File: config.mk
export PLATFORM = sky130hd
export DESIGN_NAME = mgh_divider
export DESIGN_NICKNAME = d
export VERILOG_FILES = /design/src/hw/rtl/mgh_pkg.sv /design/src/hw/rtl/mgh_divider.sv
export SDC_FILE = /design/constraint.sdc
export NUM_CORES = 1
export LEC_CHECK = 0
export BUFFER_PORTS_ARGS = -buffer_cell sky130_fd_sc_hd__clkbuf_2
export CAP_MARGIN = 20
export CORE_UTILIZATION = 55
export DETAILED_ROUTE_END_ITERATION = 12
export GPL_ROUTABILITY_DRIVEN = 0
export PLACE_DENSITY_LB_ADDON = 0.08
export SETUP_SLACK_MARGIN = 0.3
export SLEW_MARGIN = 40
export SYNTH_ARGS = -nofsm -noshare
export SYNTH_HDL_FRONTEND = slang
export SYNTH_SLANG_ARGS = --single-unit
File: constraint.sdc
create_clock -name clk -period 2.5 [get_ports clk]
set_input_delay 0.25 -clock clk [delete_from_list [all_inputs] [get_ports clk]]
set_output_delay 0.25 -clock clk [all_outputs]
set_load 0.01 [all_outputs]
File: src/hw/rtl/mgh_pkg.sv
// Shared types and constants for the masked gray histogram engine.
// No dependencies; imported by the top level, the bin memory and the divider.
package mgh_pkg;

	localparam int unsigned PIX_W  = 8;
	localparam int unsigned Q_BITS = 16;
	localparam int unsigned FRAC_W = Q_BITS + 1;
	localparam logic [FRAC_W-1:0] Q_ONE = FRAC_W'(1) << Q_BITS;
	localparam logic [PIX_W-1:0] MASK_PASS = '1;

	localparam int unsigned PADDR_W = 3;
	localparam logic [0:0] REG_USE_MASK = 1'b0;

	typedef enum logic [1:0] {
		FUNC_CLEAR = 2'd0,
		FUNC_ACC   = 2'd1,
		FUNC_READ  = 2'd2
	} func_t;

	typedef enum logic [2:0] {
		ST_IDLE,
		ST_ACC_WR,
		ST_RD_DATA,
		ST_DIV,
		ST_OUT
	} state_t;

	typedef struct packed {
		logic start;
	} div_ctrl_t;

endpackage

File: src/hw/rtl/mgh_divider.sv
// Restoring divider, one quotient bit per cycle, NUM_W quotient bits per divide.
// Shared by every bin read. Uses mgh_pkg for the control struct.
module mgh_divider #(
	parameter int unsigned NUM_W = 36,
	parameter int unsigned DEN_W = 20
) (
	input  logic                 clk,
	input  logic                 arst_n,
	input  mgh_pkg::div_ctrl_t   ctrl_in,
	output logic                 done,
	input  logic [NUM_W-1:0]     num,
	input  logic [DEN_W-1:0]     den,
	output logic [NUM_W-1:0]     quot
);
	import mgh_pkg::*;

	localparam int unsigned CW = $clog2(NUM_W + 1);

	logic [DEN_W-1:0] rem_q;
	logic [NUM_W-1:0] qs_q;
	logic [DEN_W-1:0] den_q;
	logic [CW-1:0]    cnt_q;
	logic             busy_q;
	logic             done_q;
	logic [DEN_W:0]   rem_sh;
	logic             ge;
	logic [DEN_W:0]   diff;

	assign rem_sh = {rem_q, qs_q[NUM_W-1]};
	assign ge     = rem_sh >= {1'b0, den_q};
	assign diff   = rem_sh - {1'b0, den_q};

	always_ff @(posedge clk) begin
		if (ctrl_in.start) begin
			rem_q <= '0;
			qs_q  <= num;
			den_q <= den;
		end else if (busy_q) begin
			rem_q <= ge ? diff[DEN_W-1:0] : rem_sh[DEN_W-1:0];
			qs_q  <= {qs_q[NUM_W-2:0], ge};
		end
	end

	always_ff @(posedge clk or negedge arst_n) begin
		if (!arst_n) begin
			busy_q <= 1'b0;
			done_q <= 1'b0;
			cnt_q  <= '0;
		end else begin
			done_q <= 1'b0;
			if (ctrl_in.start) begin
				busy_q <= 1'b1;
				cnt_q  <= CW'(NUM_W);
			end else if (busy_q) begin
				cnt_q <= cnt_q - 1'b1;
				if (cnt_q == CW'(1)) begin
					busy_q <= 1'b0;
					done_q <= 1'b1;
				end
			end
		end
	end

	assign done = done_q;
	assign quot = qs_q;

endmodule

==> impl_metrics.ini <==
[worst_setup_path]
critPathCapture = rem_q[14]
worst-path-max-fanout = 6
r2r_end = rem_q[14]
startpoint_type = register
worst_setup_path_end_kind = register
slowest_delay_ns = 0.36
cp.arrival_ns = 2.60
criticalPathCategory = reg -> reg
r2r_cells = 12
r2r-start = den_q[18]
slowest_stage = edfxtp_1
required_ns = 2.75
startpoint = den_q[18]
crit_chain = inv_2 > ha_4 > nand3_4 > buf_4 > buf_4 > nor3_1 > a31oi_2 > o21ai_4 > nor2_8 > buf_4 > a311oi_1 > a21oi_1
cp_common_cell = buf_4
reg2reg_slack_ns = 0.16

[yosys]
synth-seq-cells = 84
synth_edf_count = 56
synth_cells = 406
synthesis.nets = 488
async_flop_share = 0.09524
synth_cell_types = 59
syn_area_um2 = 4553
synth_warnings = 0
seq_area_frac_synth = 0.5012
synthFlopType = edfxtp_1
syn_avg_cell_area_um2 = 11.21

[global_routing]
antenna_found_initial = 0
grt_max_degree = 37
grt.total_usage = 0.2768
grt_pass1_wl_um = 18420
grt_pass1_vias = 3793
overflow = 0

[placed_design]
dp_hpwl_um = 7310
port_buffers = 95
place_area_um2 = 5276

[finish]
layout-drive-gt1-share = 0.5118
diodes = 0
fill_cells = 482
regArea_um2 = 2283
nets = 628
area_growth_pct = 37.18
multiInputGateArea_um2 = 2567
final_area_um2 = 6246

[cts]
cts-buffers-inserted = 9
clockBufferDepth = 2
clk_latency_ns = 0.37
clkTransAtPathRegs_ns = 0.09
cts_sinks = 84
ctsHtreeMaxLevel = 3
cts_tree = done
cts_root_buf = clkbuf_8

[power]
internal_power_uw = 3777
p_sw_frac = 0.3716
p_seq_frac = 0.327
power.switching_uw = 2233
p_comb_frac = 0.492
ir_drop_mv = 0.7931
pwr-share-clk = 0.181
p_leak_uw = 0.002581
powerDensity_nw_per_um2 = 962.4

[routing]
antenna_left = 0
finalWirelength_um = 12050
wl_per_cell_um = 18.45
drcViolationCount = 0
vias = 3776
dr.first_iter.drc_count = 201
firstDrtPassIters = 5
vias_per_cell = 5.783

[floorplan]
ioPinCount = 96
die_y_um = 92.99
fp.dieW_um = 92.99
core-area_um2 = 7848
start_util = 0.5802
die_area_um2 = 8646
rows = 32

[timing]
relSlewSlack = 0.5864
fin_crit_ns = 2.341
min_period_over_period = 0.9365
drv_slew = 0
grt_setup_unrepaired = true
max_freq_mhz = 427.1
tightestPinTransition_ns = 0.6118
setup_viol = 0
finClkSkew_ns = 0.01520
finalSetupTns_ns = 0
hold_violations = 0

[status]
outcome = finished, final reports clean

[run]
maxCapViolations = 0

[worst_hold_path]
hold_class = in -> reg
Yosys cell counts (6+ instances only):
cell	n	area, um2
xnor2_1	12	105.1
nand2_1	19	71.32
dfxtp_1	20	400.4
a211oi_1	7	52.55
a32oi_1	7	61.31
a21oi_1	26	130.1
xor2_1	8	70.07
mux2_2	35	394.1
nor3_1	6	30.03
ha_1	22	275.3
inv_1	32	120.1
o21ai_0	16	80.08
edfxtp_1	56	1682
clkbuf_1	11	41.29
dfrtp_1	8	200.2
nor2_1	27	101.4
nand3_1	12	60.06
power by group through the flow:
stage               combinational [uW]  clock, uW  sequential [uW]
floorplan                         1460          0             1920
global placement                  1960          0             1920
detailed placement                2000          0             1920
CTS                               2510       1090             1930
global route                      3150       1150             1990
finish                            2960       1090             1960
flip-flops by register name, indices dropped and copies added (netlist names):
register and cells:
quot 36, den_q 20, rem_q 20, cnt_q 6, busy_q 1, done 1
metal layers:
| metal | part of all wire | track usage | vias to the layer above | wire length (um) |
|---|---|---|---|---|
| met5 | 0 | 0 | - | 0 |
| met2 | 0.50 | 0.4755 | 118 | 6082 |
| met3 | 0.045 | 0.04959 | 29 | 537 |
| li1 | - | - | 1776 | - |
| met4 | 0.028 | 0.1051 | 0 | 340 |
| met1 | 0.42 | 0.3476 | 1853 | 5089 |
worst min-delay path by stage:
stage / startpoint / to / slack [ns] / depth (start not counted)
global route: den[6] / den_q[6] / 0.04 / 1
CTS: den[9] / den_q[9] / 0.05 / 1
floorplan: arst_n / busy_q / -0.05 / 0
finish: den[12] / den_q[12] / 0.05 / 1
global placement: arst_n / done / 0.11 / 1
detailed placement: arst_n / cnt_q[4] / 0.11 / 1
worst max-delay path, delay by kind of cell (launching register included):
kind | cells | cell delay (ns)
flip-flops | 1 | 0.36
AO/OA/AOI/OAI | 4 | 0.66
adder cells (fa/ha/maj) | 1 | 0.29
buffers and inverters | 4 | 0.49
AND/OR/NAND/NOR | 3 | 0.42
placed cells by master (no fill, tap or decap), types with 4 or more instances in the layout:
cell type,instances
dfxtp_1,19
xor2_1,8
clkbuf_2,94
nand2_1,19
mux2i_1,4
nor2_1,26
dfrtp_1,8
buf_4,43
o21ai_0,7
ha_4,18
a21oi_2,11
inv_2,9
clkbuf_8,9
xnor2_1,12
a211oi_1,5
a211o_1,4
a32oi_1,5
nand2b_1,5
nand3_1,9
buf_6,9
a211oi_2,4
edfxtp_1,56
mux2_2,35
a21oi_1,12
inv_1,23
nor3_1,5
o21ai_1,8
layout make-up:
class | count | area share
clock inverter | 6 | 0.01442
timing repair buffer | 149 | 0.1488
clock buffer | 10 | 0.02043
tap | 102 | 0.02043
sequential | 84 | 0.3656
multi-input combinational | 270 | 0.4111
inverter | 32 | 0.01923
kinds of logic (layout without fill, tap and decap cells):
family | Yosys count | after routing | share of synthesized area
simple gates | 93 | 94 | 0.1080
compound gates | 92 | 92 | 0.1366
flops | 84 | 84 | 0.5012
buf+inv | 53 | 197 | 0.05001
mux | 41 | 41 | 0.1009
fa+ha+maj | 23 | 23 | 0.06485
xor+xnor | 20 | 20 | 0.03847
what timing repair did:
action	CTS	global route
endpoints found under the hold margin	8	0
setup buffers	21	6
gates cloned	1	0
hold buffers	1	0
endpoints found under the setup margin	21	21
gates resized for setup	52	51
pin swaps	31	22
through the flow:
step | total power, uW | utilization | std cells | worst slack [ns] | hold slack, ns
2_1_floorplan | 3380 | - | 406 | 0.2815 | -0.04559
3_3_place_gp | 3878 | 0.6724 | 608 | 0.1123 | 0.1075
3_5_place_dp | 3922 | 0.6724 | 608 | 0.06077 | 0.1062
4_1_cts | 5530 | 0.7561 | 647 | 0.2586 | 0.04955
5_1_grt | 6287 | 0.7959 | 653 | 0.08322 | 0.03688
6_report | 6011 | 0.7959 | 653 | 0.1588 | 0.05032
No activity file was read; power rests on OpenSTA's default activity.
